**config.mk**
```make
export PLATFORM = sky130hd
export DESIGN_NAME = smo_violating_pair_and_rho_scan
export DESIGN_NICKNAME = d
export VERILOG_FILES = /design/src/hdl/smovp_pkg.sv /design/src/hdl/smovp_div.sv /design/src/hdl/smovp_dp.sv /design/src/hdl/smovp_ctrl.sv /design/src/hdl/smo_violating_pair_and_rho_scan.sv
export VERILOG_INCLUDE_DIRS = /design/src /design/src/hdl
export SDC_FILE = /design/constraint.sdc
export NUM_CORES = 2
export LEC_CHECK = 0
export BUFFER_PORTS_ARGS = -buffer_cell sky130_fd_sc_hd__clkbuf_2
export CORE_MARGIN = 2
export CORE_UTILIZATION = 50
export DETAILED_ROUTE_END_ITERATION = 6
export PLACE_DENSITY = 0.76
export SETUP_SLACK_MARGIN = 0.05
export SLEW_MARGIN = 30
export SYNTH_ARGS = -nofsm -noshare
export SYNTH_HDL_FRONTEND = slang
export SYNTH_SLANG_ARGS = --single-unit
```
**constraint.sdc**
```tcl
create_clock -name clk -period 12.35 [get_ports clk]
set_input_delay 3.705 -clock clk [delete_from_list [all_inputs] [get_ports clk]]
set_output_delay 3.705 -clock clk [all_outputs]
set_load 0.1 [all_outputs]
```
**src/hdl/smo_violating_pair_and_rho_scan_macros.svh**
```systemverilog
// Assertion macros used by the violating-pair scan controller RTL
`ifndef SMO_VIOLATING_PAIR_AND_RHO_SCAN_MACROS_SVH
`define SMO_VIOLATING_PAIR_AND_RHO_SCAN_MACROS_SVH

// Same-cycle implication, sampled on clk, off while arst_n is low
`define SMOVP_ASSERT_IMP(lbl, ante, cons, msg) \
	lbl: assert property (@(posedge clk) disable iff (!arst_n) (ante) |-> (cons)) \
		else $error(msg);

// Next-cycle implication, sampled on clk, off while arst_n is low
`define SMOVP_ASSERT_NXT(lbl, ante, cons, msg) \
	lbl: assert property (@(posedge clk) disable iff (!arst_n) (ante) |=> (cons)) \
		else $error(msg);

`endif

```
**src/hdl/smovp_pkg.sv**
```systemverilog
// Types and constants for the violating-pair and rho scan
`timescale 1ns / 1ps
package smovp_pkg;
	localparam int GW    = 32;  // gradient width
	localparam int SUM_W = 42;  // free-variable sum width
	localparam int CNT_W = 11;  // free-variable count width
	localparam int IDX_W = 10;  // index output width
	localparam int EPS_W = 31;  // tolerance width

	localparam logic signed [GW-1:0] GMAX = {1'b0, {(GW-1){1'b1}}};
	localparam logic signed [GW-1:0] GMIN = {1'b1, {(GW-1){1'b0}}};
	localparam logic [CNT_W-1:0] CNT_MAX = {CNT_W{1'b1}};

	// configuration register indexes
	localparam logic REG_NU_MODE  = 1'b0;
	localparam logic REG_STOP_TOL = 1'b1;

	// bound status codes
	localparam logic [1:0] ST_LOWER = 2'd0;
	localparam logic [1:0] ST_UPPER = 2'd1;

	// controller to datapath commands
	typedef struct packed {
		logic accept;
		logic div_start;
		logic div_cls;
		logic store0;
		logic store1;
		logic finish;
	} smovp_cmd_t;

	// datapath to controller status
	typedef struct packed {
		logic div_done;
	} smovp_sts_t;
endpackage

```
**src/hdl/smovp_div.sv**
```systemverilog
// Restoring divider, one quotient bit per cycle, unsigned
`timescale 1ns / 1ps
module smovp_div
	import smovp_pkg::*;
(
	input  logic             clk,
	input  logic             arst_n,
	input  logic             start,
	input  logic [SUM_W-1:0] dividend,
	input  logic [CNT_W-1:0] divisor,
	output logic             done,
	output logic [SUM_W-1:0] quotient
);
	localparam int CW = $clog2(SUM_W);

	logic             busy_q;
	logic             done_q;
	logic [CW-1:0]    cnt_q;
	logic [CNT_W-1:0] rem_q;
	logic [CNT_W-1:0] dvs_q;
	logic [SUM_W-1:0] quo_q;

	logic [CNT_W:0]   trial;
	logic             qbit;
	logic [CNT_W:0]   diff;

	// trial subtract of the shifted remainder
	always_comb begin
		trial = {rem_q, quo_q[SUM_W-1]};
		diff  = trial - {1'b0, dvs_q};
		qbit  = (trial >= {1'b0, dvs_q});
	end

	// control
	always_ff @(posedge clk or negedge arst_n) begin
		if (!arst_n) begin
			busy_q <= 1'b0;
			done_q <= 1'b0;
			cnt_q  <= '0;
		end else begin
			done_q <= 1'b0;
			if (start) begin
				busy_q <= 1'b1;
				cnt_q  <= CW'(SUM_W - 1);
			end else if (busy_q) begin
				if (cnt_q == '0) begin
					busy_q <= 1'b0;
					done_q <= 1'b1;
				end else begin
					cnt_q <= cnt_q - 1'b1;
				end
			end
		end
	end

	// datapath: dividend shifts out at the top, quotient bits shift in
	always_ff @(posedge clk) begin
		if (start) begin
			rem_q <= '0;
			dvs_q <= divisor;
			quo_q <= dividend;
		end else if (busy_q) begin
			rem_q <= qbit ? diff[CNT_W-1:0] : trial[CNT_W-1:0];
			quo_q <= {quo_q[SUM_W-2:0], qbit};
		end
	end

	assign done     = done_q;
	assign quotient = quo_q;
endmodule

```
**src/hdl/smovp_dp.sv**
```systemverilog
// Datapath: running maxima, rho bounds, free sums and result formation
`timescale 1ns / 1ps
module smovp_dp
	import smovp_pkg::*;
#(
	parameter int MAX_VARS = 1024,
	parameter int POS_W    = 10
) (
	input  logic                    clk,
	input  logic                    arst_n,
	input  smovp_cmd_t              cmd,
	output smovp_sts_t              sts,
	input  logic                    nu_mode,
	input  logic [EPS_W-1:0]        stop_tolerance,
	input  logic                    label_positive,
	input  logic signed [GW-1:0]    gradient,
	input  logic [1:0]              bound_status,
	output logic                    converged,
	output logic [IDX_W-1:0]        first_index,
	output logic [IDX_W-1:0]        second_index,
	output logic signed [GW-1:0]    rho,
	output logic signed [GW-1:0]    class_mean
);
	// scan state
	logic [POS_W-1:0]           pos_q;
	logic signed [GW-1:0]       mv_q  [4];
	logic [POS_W-1:0]           mp_q  [4];
	logic [3:0]                 mf_q;
	logic signed [GW-1:0]       ul_q  [2];
	logic signed [GW-1:0]       ll_q  [2];
	logic signed [SUM_W-1:0]    sum_q [2];
	logic [CNT_W-1:0]           cnt_q [2];
	logic [SUM_W-1:0]           quo0_q;
	logic [SUM_W-1:0]           quo1_q;

	// saturate a 43-bit signed value to GW bits
	function automatic logic signed [GW-1:0] sat_w(input logic signed [SUM_W:0] v);
		logic signed [SUM_W:0] hi;
		logic signed [SUM_W:0] lo;
		hi = (SUM_W+1)'(GMAX);
		lo = (SUM_W+1)'(GMIN);
		if (v > hi)
			return GMAX;
		else if (v < lo)
			return GMIN;
		else
			return v[GW-1:0];
	endfunction

	// halve toward zero
	function automatic logic signed [GW:0] half_tz(input logic signed [GW:0] v);
		logic signed [GW:0] a;
		a = v + {{GW{1'b0}}, (v[GW] & v[0])};
		return a >>> 1;
	endfunction

	// item decode
	logic signed [GW-1:0]  ng;
	logic signed [GW-1:0]  yg;
	logic signed [GW-1:0]  lv;
	logic                  is_low;
	logic                  is_up;
	logic                  is_free;
	logic [1:0]            slot_ng;
	logic [1:0]            slot_g;
	logic                  cls;
	logic                  ul_upd;
	logic                  ll_upd;
	logic signed [SUM_W:0] sum_nx;
	logic signed [SUM_W-1:0] sum_sat;

	always_comb begin
		ng      = (gradient == GMIN) ? GMAX : -gradient;
		yg      = label_positive ? gradient : ng;
		is_low  = (bound_status == ST_LOWER);
		is_up   = (bound_status == ST_UPPER);
		is_free = !is_low && !is_up;
		if (nu_mode) begin
			slot_ng = label_positive ? 2'd0 : 2'd2;
			slot_g  = label_positive ? 2'd1 : 2'd3;
			cls     = !label_positive;
			lv      = gradient;
			ul_upd  = is_low;
			ll_upd  = is_up;
		end else begin
			slot_ng = label_positive ? 2'd0 : 2'd1;
			slot_g  = label_positive ? 2'd1 : 2'd0;
			cls     = 1'b0;
			lv      = yg;
			ul_upd  = (is_low && label_positive) || (is_up && !label_positive);
			ll_upd  = (is_low && !label_positive) || (is_up && label_positive);
		end
		sum_nx = {sum_q[cls][SUM_W-1], sum_q[cls]} + (SUM_W+1)'(lv);
		if (sum_nx[SUM_W] != sum_nx[SUM_W-1])
			sum_sat = sum_nx[SUM_W] ? {1'b1, {(SUM_W-1){1'b0}}} : {1'b0, {(SUM_W-1){1'b1}}};
		else
			sum_sat = sum_nx[SUM_W-1:0];
	end

	// divider operands: magnitude of the chosen class sum and its count
	logic [SUM_W-1:0] div_mag;
	logic             div_done;
	logic [SUM_W-1:0] div_quo;

	always_comb begin
		div_mag = sum_q[cmd.div_cls][SUM_W-1] ? (~sum_q[cmd.div_cls] + 1'b1)
						      : sum_q[cmd.div_cls];
	end

	smovp_div u_div (
		.clk      (clk),
		.arst_n   (arst_n),
		.start    (cmd.div_start),
		.dividend (div_mag),
		.divisor  (cnt_q[cmd.div_cls]),
		.done     (div_done),
		.quotient (div_quo)
	);

	assign sts.div_done = div_done;

	// class estimates and final results
	logic signed [GW-1:0]  est   [2];
	logic signed [SUM_W:0] qs    [2];
	logic signed [GW:0]    mid   [2];
	logic signed [GW:0]    r_df;
	logic signed [GW:0]    r_sm;
	logic signed [GW:0]    s01;
	logic signed [GW:0]    s23;
	logic signed [GW:0]    best;
	logic signed [GW:0]    eps_s;
	logic                  use01;
	logic                  conv_nx;
	logic [IDX_W-1:0]      pick  [4];

	always_comb begin
		qs[0] = sum_q[0][SUM_W-1] ? -$signed({1'b0, quo0_q}) : $signed({1'b0, quo0_q});
		qs[1] = sum_q[1][SUM_W-1] ? -$signed({1'b0, quo1_q}) : $signed({1'b0, quo1_q});
		for (int c = 0; c < 2; c++) begin
			mid[c] = half_tz({ul_q[c][GW-1], ul_q[c]} + {ll_q[c][GW-1], ll_q[c]});
			est[c] = (cnt_q[c] != '0) ? sat_w(qs[c]) : mid[c][GW-1:0];
		end
		r_df = half_tz({est[0][GW-1], est[0]} - {est[1][GW-1], est[1]});
		r_sm = half_tz({est[0][GW-1], est[0]} + {est[1][GW-1], est[1]});
		s01   = {mv_q[0][GW-1], mv_q[0]} + {mv_q[1][GW-1], mv_q[1]};
		s23   = {mv_q[2][GW-1], mv_q[2]} + {mv_q[3][GW-1], mv_q[3]};
		eps_s = {2'b00, stop_tolerance};
		use01 = !nu_mode || (s01 > s23);
		best  = use01 ? s01 : s23;
		conv_nx = (best < eps_s);
		for (int k = 0; k < 4; k++)
			pick[k] = mf_q[k] ? IDX_W'(mp_q[k]) : '0;
	end

	// scan state update
	always_ff @(posedge clk or negedge arst_n) begin
		if (!arst_n) begin
			pos_q <= '0;
			mf_q  <= '0;
			for (int k = 0; k < 4; k++) begin
				mv_q[k] <= GMIN;
				mp_q[k] <= '0;
			end
			for (int c = 0; c < 2; c++) begin
				ul_q[c]  <= GMAX;
				ll_q[c]  <= GMIN;
				sum_q[c] <= '0;
				cnt_q[c] <= '0;
			end
		end else if (cmd.finish) begin
			pos_q <= '0;
			mf_q  <= '0;
			for (int k = 0; k < 4; k++) begin
				mv_q[k] <= GMIN;
				mp_q[k] <= '0;
			end
			for (int c = 0; c < 2; c++) begin
				ul_q[c]  <= GMAX;
				ll_q[c]  <= GMIN;
				sum_q[c] <= '0;
				cnt_q[c] <= '0;
			end
		end else if (cmd.accept) begin
			pos_q <= (pos_q == POS_W'(MAX_VARS - 1)) ? '0 : pos_q + 1'b1;
			for (int k = 0; k < 4; k++) begin
				if (!is_up && slot_ng == 2'(k) && ng >= mv_q[k]) begin
					mv_q[k] <= ng;
					mp_q[k] <= pos_q;
					mf_q[k] <= 1'b1;
				end else if (!is_low && slot_g == 2'(k) && gradient >= mv_q[k]) begin
					mv_q[k] <= gradient;
					mp_q[k] <= pos_q;
					mf_q[k] <= 1'b1;
				end
			end
			if (ul_upd && lv < ul_q[cls])
				ul_q[cls] <= lv;
			if (ll_upd && lv > ll_q[cls])
				ll_q[cls] <= lv;
			if (is_free) begin
				sum_q[cls] <= sum_sat;
				if (cnt_q[cls] != CNT_MAX)
					cnt_q[cls] <= cnt_q[cls] + 1'b1;
			end
		end
	end

	// quotient capture and result register
	always_ff @(posedge clk) begin
		if (cmd.store0)
			quo0_q <= div_quo;
		if (cmd.store1)
			quo1_q <= div_quo;
		if (cmd.finish) begin
			converged    <= conv_nx;
			first_index  <= conv_nx ? '0 : (use01 ? pick[0] : pick[2]);
			second_index <= conv_nx ? '0 : (use01 ? pick[1] : pick[3]);
			if (nu_mode) begin
				rho        <= sat_w((SUM_W+1)'(r_df));
				class_mean <= sat_w((SUM_W+1)'(r_sm));
			end else begin
				rho        <= est[0];
				class_mean <= '0;
			end
		end
	end
endmodule

```
**src/hdl/smovp_ctrl.sv**
```systemverilog
// Controller: scan, two divisions, result formation and hand-off
`timescale 1ns / 1ps
`include "smo_violating_pair_and_rho_scan_macros.svh"
module smovp_ctrl
	import smovp_pkg::*;
(
	input  logic       clk,
	input  logic       arst_n,
	input  logic       in_valid,
	input  logic       last,
	input  logic       out_ready,
	input  smovp_sts_t sts,
	output smovp_cmd_t cmd,
	output logic       in_ready,
	output logic       out_valid
);
	localparam logic [2:0] S_SCAN  = 3'd0;
	localparam logic [2:0] S_DIV0  = 3'd1;
	localparam logic [2:0] S_WAIT0 = 3'd2;
	localparam logic [2:0] S_DIV1  = 3'd3;
	localparam logic [2:0] S_WAIT1 = 3'd4;
	localparam logic [2:0] S_FIN   = 3'd5;
	localparam logic [2:0] S_OUT   = 3'd6;

	logic [2:0] state_q;
	logic [2:0] state_nx;

	assign in_ready  = (state_q == S_SCAN);
	assign out_valid = (state_q == S_OUT);

	// commands
	always_comb begin
		cmd.accept    = in_valid && in_ready;
		cmd.div_start = (state_q == S_DIV0) || (state_q == S_DIV1);
		cmd.div_cls   = (state_q == S_DIV1);
		cmd.store0    = (state_q == S_WAIT0) && sts.div_done;
		cmd.store1    = (state_q == S_WAIT1) && sts.div_done;
		cmd.finish    = (state_q == S_FIN);
	end

	// next state
	always_comb begin
		state_nx = state_q;
		unique case (state_q)
			S_SCAN:  if (in_valid && last) state_nx = S_DIV0;
			S_DIV0:  state_nx = S_WAIT0;
			S_WAIT0: if (sts.div_done) state_nx = S_DIV1;
			S_DIV1:  state_nx = S_WAIT1;
			S_WAIT1: if (sts.div_done) state_nx = S_FIN;
			S_FIN:   state_nx = S_OUT;
			S_OUT:   if (out_ready) state_nx = S_SCAN;
			default: state_nx = S_SCAN;
		endcase
	end

	always_ff @(posedge clk or negedge arst_n) begin
		if (!arst_n)
			state_q <= S_SCAN;
		else
			state_q <= state_nx;
	end

	`SMOVP_ASSERT_IMP(a_no_overlap, out_valid, !in_ready, "input taken while result pending")
	`SMOVP_ASSERT_NXT(a_last_blocks, cmd.accept && last, !in_ready, "scan continued past last")
	`SMOVP_ASSERT_IMP(a_done_waits, sts.div_done, (state_q == S_WAIT0) || (state_q == S_WAIT1), "divider done outside wait")
	`SMOVP_ASSERT_NXT(a_fin_out, cmd.finish, out_valid, "result not presented after finish")
endmodule

```
**src/hdl/smo_violating_pair_and_rho_scan.sv**
```systemverilog
// Top level of the SMO violating-pair selection and rho scan
//
//   channel  | handshake              | payload
//   ---------+------------------------+---------------------------------------------
//   in       | in_valid / in_ready    | label_positive, gradient, bound_status, last
//   out      | out_valid / out_ready  | converged, first_index, second_index, rho,
//            |                        | class_mean
//   config   | wr_en (no wait)        | wr_index, wr_data
//
// Scan items are taken one per cycle while in_ready is high. After the last item two serial
// divisions (free sum by free count, one per class), each a start, 42 quotient bits and
// done, then a result formation step run in turn before out_valid rises. in_ready stays
// low from the last request until the result is taken.
// Reset clears scan state and sets nu_mode to 0 and stop_tolerance to 65.
`timescale 1ns / 1ps
module smo_violating_pair_and_rho_scan
	import smovp_pkg::*;
#(
	parameter int MAX_VARS = 1024
) (
	input  logic                 clk,
	input  logic                 arst_n,
	input  logic                 wr_en,
	input  logic                 wr_index,
	input  logic [EPS_W-1:0]     wr_data,
	input  logic                 in_valid,
	output logic                 in_ready,
	input  logic                 label_positive,
	input  logic signed [GW-1:0] gradient,
	input  logic [1:0]           bound_status,
	input  logic                 last,
	output logic                 out_valid,
	input  logic                 out_ready,
	output logic                 converged,
	output logic [IDX_W-1:0]     first_index,
	output logic [IDX_W-1:0]     second_index,
	output logic signed [GW-1:0] rho,
	output logic signed [GW-1:0] class_mean
);
	localparam int POS_W = (MAX_VARS > 2) ? $clog2(MAX_VARS) : 1;

	logic             nu_mode_q;
	logic [EPS_W-1:0] stop_tol_q;
	smovp_cmd_t       cmd;
	smovp_sts_t       sts;

	// configuration registers
	always_ff @(posedge clk or negedge arst_n) begin
		if (!arst_n) begin
			nu_mode_q  <= 1'b0;
			stop_tol_q <= EPS_W'(65);
		end else if (wr_en) begin
			unique case (wr_index)
				REG_NU_MODE:  nu_mode_q  <= wr_data[0];
				REG_STOP_TOL: stop_tol_q <= wr_data;
				default: ;
			endcase
		end
	end

	smovp_ctrl u_ctrl (
		.clk       (clk),
		.arst_n    (arst_n),
		.in_valid  (in_valid),
		.last      (last),
		.out_ready (out_ready),
		.sts       (sts),
		.cmd       (cmd),
		.in_ready  (in_ready),
		.out_valid (out_valid)
	);

	smovp_dp #(
		.MAX_VARS (MAX_VARS),
		.POS_W    (POS_W)
	) u_dp (
		.clk            (clk),
		.arst_n         (arst_n),
		.cmd            (cmd),
		.sts            (sts),
		.nu_mode        (nu_mode_q),
		.stop_tolerance (stop_tol_q),
		.label_positive (label_positive),
		.gradient       (gradient),
		.bound_status   (bound_status),
		.converged      (converged),
		.first_index    (first_index),
		.second_index   (second_index),
		.rho            (rho),
		.class_mean     (class_mean)
	);
endmodule

```
After elaboration in Yosys (flattened, before gate mapping)
Cells that the tools add are included.
{"block": "totals", "ff_bits": 692, "inputBits": 73, "out_inout_bits": 87, "elab_cells": 304}
{"block": "classes", "addsub": 19, "magnitude_cmp": 24, "eq_ne": 22, "muxes": 126, "n_bitwise": 9, "reduce_logical": 66}
{"cell": "2-to-1 mux 32 bit", "count": 28}
{"cell": "2-to-1 mux 42 bit", "count": 12}
{"cell": "2-to-1 mux 64 bit", "count": 6}
{"cell": ">= comparator 32 bit", "count": 8}
{"cell": "2-to-1 mux 128 bit", "count": 2}
{"cell": "2-to-1 mux 84 bit", "count": 3}
{"cell": "2-to-1 mux 10 bit", "count": 17}
{"cell": "adder 32 x 32 -> 33 bit", "count": 5}
{"cell": "adder 33 x 1 -> 33 bit", "count": 4}
{"cell": "bitwise mux 64 bit", "count": 2}
{"cell": "2-to-1 mux 11 bit", "count": 8}
{"cell": "2-to-1 mux 22 bit", "count": 4}
{"cell": "> comparator 43 x 32 -> 1 bit (second input constant)", "count": 2}
{"cell": "less-than comparator 43 x 32 -> 1 bit (second input constant)", "count": 2}
{"cell": "2-to-1 mux 43 bit", "count": 2}
{"cell": "negation 42 -> 43 bit", "count": 2}
{"cell": "bitwise mux 84 bit", "count": 1}
{"cell": "2-to-1 mux 40 bit", "count": 2}
{"cell": "> comparator 32 bit (second input constant)", "count": 2}
{"cell": "less-than comparator 32 bit (second input constant)", "count": 2}
{"cell": "adder 42 x 32 -> 43 bit", "count": 1}
{"cell": "adder 42 x 1 -> 42 bit (second input constant)", "count": 1}
{"cell": "demux 42 bit (select 1 bit)", "count": 1}
{"cell": "inverter 42 bit", "count": 1}
{"cell": "51 further kinds", "count": 148}

Logic depth before layout (Yosys ltp)
{"block": "logic_depth", "depth_word": 13, "ltp_mapped": 38, "ltp_nobuf": 36}

Hierarchy
Synthesis repeated with hierarchy kept, for this count alone.
{"block": "unflattened", "hier_cells": 6980, "hier_area_um2": 60117.7}
{"module": "smovp_dp", "n_inst": 1, "cells_each": 6613, "area_each_um2": 54969.0, "seq_area_each_um2": 15569.9}
{"module": "smovp_div", "n_inst": 1, "cells_each": 274, "area_each_um2": 3606.0, "seq_area_each_um2": 2011.9}
{"module": "smo_violating_pair_and_rho_scan", "n_inst": 1, "cells_each": 69, "area_each_um2": 1322.5, "seq_area_each_um2": 803.3}
{"module": "smovp_ctrl", "n_inst": 1, "cells_each": 24, "area_each_um2": 220.2, "seq_area_each_um2": 75.1}

Least setup slack after synthesis
OpenSTA, ideal clock, no wires.
{"block": "synth_path", "path_type": "in2reg", "startpoint": "input port gradient[23]", "endpoint": "register u_dp.ll_q[10] (netlist name)", "setup_ns": 0.081, "t_arrival_ns": 8.793, "t_required_ns": 12.269, "path_slack_ns": 3.476, "stages": 19, "n_path_buf": 2, "path_cell_list": "nor4_1 nand4_1 or3_1 nor3_1 clkbuf_1 o21ai_0 a22oi_1 inv_1 ha_1 nand4_1 nor2_1 and3_1 nand3_1 or3_1 o311a_1 o2111a_1 a31oi_1 clkbuf_1 mux2i_1"}
{"block": "synth_between", "elab_chain_len": 8, "word_cells_on_any_way": 13, "classes_between": "1 x add/sub; 1 x order compare; 1 x eq/ne; 7 x mux; 3 x reduce/logical"}
{"item": "start: declaration", "line": "smo_violating_pair_and_rho_scan.sv:29", "rtl": "input logic signed [GW-1:0] gradient,"}
{"item": "negation 32 bit or equality test 32 bit (tied branches)", "line": "smovp_dp.sv:73", "rtl": "ng = (gradient == GMIN) ? GMAX : -gradient;"}
{"item": "2-to-1 mux 32 bit", "line": "smovp_dp.sv:73"}
{"item": "2-to-1 mux 32 bit", "line": "smovp_dp.sv:74", "rtl": "yg = label_positive ? gradient : ng;"}
{"item": "2-to-1 mux 32 bit *", "line": "smovp_dp.sv:78", "rtl": "if (nu_mode) begin"}
{"item": "> comparator 32 bit or bitwise mux 64 bit (tied branches)", "line": "smovp_dp.sv:198, smovp_dp.sv:199"}
{"item": "logical AND 1 bit or 2-to-1 mux 64 bit (tied branches)", "line": "smovp_dp.sv:198", "rtl": "if (ll_upd && lv > ll_q[cls])"}
{"item": "nonzero test 2 bit (no source line) or 2-to-1 mux 64 bit (tied branches)"}
{"item": "AND reduction 2 bit (no source line) or 2-to-1 mux 64 bit (tied branches)"}
{"item": "end signal: indexed assignment", "line": "smovp_dp.sv:199", "rtl": "ll_q[cls] <= lv;"}
{"item": "end: declaration", "line": "smovp_dp.sv:30", "rtl": "logic signed [GW-1:0] ll_q [2];"}
Every way passes the cells marked *; elsewhere a longest branch is shown, timed or not. The select of a mux whose other input is x is not followed.
A chain may end at the register's enable or synchronous reset.

Worst setup path in the final report
{"block": "layout_path", "startpoint": "register u_dp.mv_q[32] (netlist name)", "endpoint": "register u_dp.second_index[8] (data pin)"}
{"block": "layout_between", "elab_chain_len": 5, "word_cells_on_any_way": 6, "classes_between": "1 x add/sub; 2 x order compare; 2 x mux; 1 x reduce/logical"}
{"item": "start: declaration", "line": "smovp_dp.sv:26", "rtl": "logic signed [GW-1:0] mv_q [4];"}
{"item": "start signal: indexed assignment", "line": "smovp_dp.sv:187", "rtl": "mv_q[k] <= ng;"}
{"item": "start signal: indexed assignment", "line": "smovp_dp.sv:191", "rtl": "mv_q[k] <= gradient;"}
{"item": "adder 32 x 32 -> 33 bit *", "line": "smovp_dp.sv:146", "rtl": "s23 = {mv_q[2][GW-1], mv_q[2]} + {mv_q[3][GW-1], mv_q[3]};"}
{"item": "> comparator 33 bit", "line": "smovp_dp.sv:148", "rtl": "use01 = !nu_mode || (s01 > s23);"}
{"item": "logical OR 1 bit", "line": "smovp_dp.sv:148"}
{"item": "2-to-1 mux 33 bit", "line": "smovp_dp.sv:149", "rtl": "best = use01 ? s01 : s23;"}
{"item": "less-than comparator 33 x 32 -> 1 bit", "line": "smovp_dp.sv:150", "rtl": "conv_nx = (best < eps_s);"}
{"item": "end signal: assignment", "line": "smovp_dp.sv:217", "rtl": "second_index <= conv_nx ? '0 : (use01 ? pick[1] : pick[3]);"}
{"item": "end: declaration", "line": "smovp_dp.sv:20", "rtl": "output logic [IDX_W-1:0] second_index,"}
Every way passes the cells marked *; elsewhere a longest branch is shown, timed or not.

==> run summary <==
CTS tree: built
Unrepaired setup endpoints after global routing: no
Count of pins on the block boundary: 160
Routed Wire Length: 199000 um
Ratio of cells with drive above 1 in the final layout: 0.0839
Slowest cell on the critical path: nor4b_1
Area Growth Syn to Fin: 8.87%
Number of warnings printed during yosys synthesis: 0
Most area-consuming cells after synthesis: dfrtp_1, ha_1, edfxtp_1
Nets: 7554
Core area: 0.116 mm2
Crit-path max FO: 56
Routed via count: 53.5k
Setup_tns: 0 ps
Setup violation total in the final timing report: 0
Final count of pins violating max slew: 0
Clock buffer count from CTS: 80
Row Count: 125
Relative slew margins: 0.268
First-pass detailed-route iteration total: 7
Violated checks: design-rule violations
Slew of the pin with the lowest slew margin: 1090 ps
Start-to-end type of the worst setup path: reg2reg
Outcome: complete, but fails checks
Max-capacitance violation count: 0
Height of the die: 346 um
Mean routed wirelength per cell: 23.4 um
Share of the synthesized area in the top cell type: 0.166
Last weighted congestion value of the routability-driven placer: 1.06
Count of clock tree sinks: 692
Post-synthesis instance total: 6905
Post-cts sizing count: 0
Deepest level of the CTS H-tree: 3
Final critical-path required period: 9950 ps
Async set-reset flop share out of synthesis: 0.663
Remaining global-route overflow: 0
Final period utilization: 0.806
Initial cell density of the core: 0.504
Buffering stage count on the worst path with inverters included: 1
Clock insertion delay at the later pin of the skew report: 690 ps
Number of global-route vias before repair: 51.4k
Input/output buffers: 159
Bufs on Longest Clock Path: 3
Clock-pin slew on the worst setup and hold paths: 60 ps
Most prevalent standard cell on the critical path: a21oi_1
Antenna violations before repair: 3
Final Hold Vio Count: 0
Required time of the critical path: 12850 ps
First-pass GRT wire length: 305000 um
Post-synthesis instance area: 0.0585 mm2
Via density: 6.31
Net count after synthesis: 7561
Min-Delay Path Class: reg2reg
Startpoint type of the worst setup path: register
Sequential-to-total area share from yosys stat: 0.316
Post-synthesis cell type with the largest combined area: dfrtp_1
Commonest cells in the netlist: nand2_1, ha_1, o21ai_0
Critical path data arrival time: 10450 ps
Most common cell in the synthesized netlist: nand2_1
Maximum clock frequency: 0.101 GHz
Buffer count from post-CTS setup fixing: 0
Die ar.: 0.120 mm2
Total of hold buffers inserted after clock tree synthesis: 0
Post-synthesis register bit count: 692
Unique cell type count in the Yosys netlist: 99
Avg Cell Area, Syn: 8.47 um2
Initial DRC Count: 5423
Remaining routing DRC violations: 1
GRT Total Usage: 0.324
Number of enable flip-flop cells after synthesis: 222
Detailed-placement wirelength estimate: 154000 um
Cell at the root of the clock tree: clkbuf_16
Top delay family on crit path: compound AO/OA/AOI/OAI gates
Highest cell delay on the worst timing path: 850 ps
Pin count of the biggest net entering global routing: 190
Clock Skew: 35.8 ps
CP Capture Type: register
Post-route ant nets: 0
Predominant post-synthesis flop cell: dfrtp_1
Width of the die: 346 um
-- cell usage in the layout, fill, tap and decap left out, types with 69 or more instances in the layout --
cell / instances
nand2_1: 736
ha_1: 575
o21ai_0: 508
nor2_1: 500
a21oi_1: 453
inv_1: 391
dfrtp_1: 387
nand3_1: 267
xnor2_1: 243
mux2i_1: 233
edfxtp_1: 222
a21o_1: 210
xor2_1: 202
nor3_1: 159
clkbuf_2: 158
nand4_1: 114
o21a_1: 88
a221o_1: 82
clkbuf_16: 80
dfstp_2: 70
o211ai_1: 69
-- worst register-to-register path: cells and delay by family (launching register included) --
kind	cells	cell delay, ps
AO/OA/AOI/OAI	13	4070
AND/OR/NAND/NOR	12	3500
adder cells (fa/ha/maj)	4	1250
buffers and inverters	1	430
flip-flops	1	410
XOR/XNOR	1	120
-- registers in the layout (all words and copies together) (netlist names), 11 cells and up --
name                 count
stop_tol_q              31
u_dp.class_mean         32
u_dp.cnt_q              22
u_dp.ll_q               64
u_dp.mp_q               40
u_dp.mv_q              128
u_dp.quo0_q             42
u_dp.quo1_q             42
u_dp.rho                32
u_dp.sum_q              84
u_dp.u_div.dvs_q        11
u_dp.u_div.quotient     42
u_dp.u_div.rem_q        11
u_dp.ul_q               64
-- worst paths after layout --
path / start / end / slack, ps / cells past startpoint
hold reg to reg: u_dp.u_div.quotient[6]$_DFFE_PP_ / u_dp.quo1_q[6]$_DFFE_PP_ / 470 / 0
max in group asynchronous: arst_n / u_dp.ul_q[44]$_DFFE_PN1P_ / 7120 / 4
setup / recovery: u_dp.mv_q[32]$_DFFE_PN0P_ / u_dp.second_index[8]$_SDFFCE_PP0P_ / 2400 / 31
min in group asynchronous: arst_n / u_dp.sum_q[34]$_DFFE_PN0P_ / 3050 / 1
hold / removal: u_dp.u_div.quotient[6]$_DFFE_PP_ / u_dp.quo1_q[6]$_DFFE_PP_ / 470 / 0
setup reg to reg: u_dp.mv_q[32]$_DFFE_PN0P_ / u_dp.second_index[8]$_SDFFCE_PP0P_ / 2400 / 31
-- layer usage --
layer  part of all wire  global-route usage  vias up  routed length (um)
li1                   -                   -    25100                   -
met1               0.42               0.428    25700               83200
met2               0.44               0.511     2270               88200
met3              0.074              0.0463      453               14700
met4              0.062               0.178        2               12400
met5           0.000050                   0        -                  10
-- stage by stage --
stage / hold slack [ps] / utilization / instance area [um2] / setup slack, ps / cells
after floorplan: 445 / - / 58500 / 3480 / 6905
after global placement: 457 / 0.523 / 60700 / 1970 / 8333
after detailed placement: 464 / 0.524 / 60800 / 2010 / 8335
after CTS: 478 / 0.548 / 63600 / 2640 / 8481
after global routing: 493 / 0.549 / 63700 / 1490 / 8488
final: 474 / 0.549 / 63700 / 2400 / 8488
-- logic make-up (layout without fill, tap and decap cells) --
logic type / Yosys count / count (layout) / share of synthesized area
other: 0 / 2 / 0
XOR/XNOR: 445 / 445 / 0.0666
buffers and inverters: 718 / 775 / 0.0465
multiplexers: 296 / 296 / 0.0520
AND/OR/NAND/NOR: 2269 / 2269 / 0.184
adder cells (fa/ha/maj): 583 / 583 / 0.126
flip-flops: 692 / 692 / 0.316
AO/OA/AOI/OAI: 1902 / 1902 / 0.210
-- cell type report --
class / instances / area [um2]
clock buffer: 99 / 2140
fill: 10600 / 52400
multi-input combinational: 5495 / 37500
inverter: 398 / 1500
antenna: 2 / 5.00
clock inverter: 47 / 621
tap: 1524 / 1910
timing repair buffer: 231 / 1520
sequential: 692 / 18500
Power is left out: the tool's default activity adds up to more than one toggle a clock period on the data nets, which glitch-free logic cannot reach.
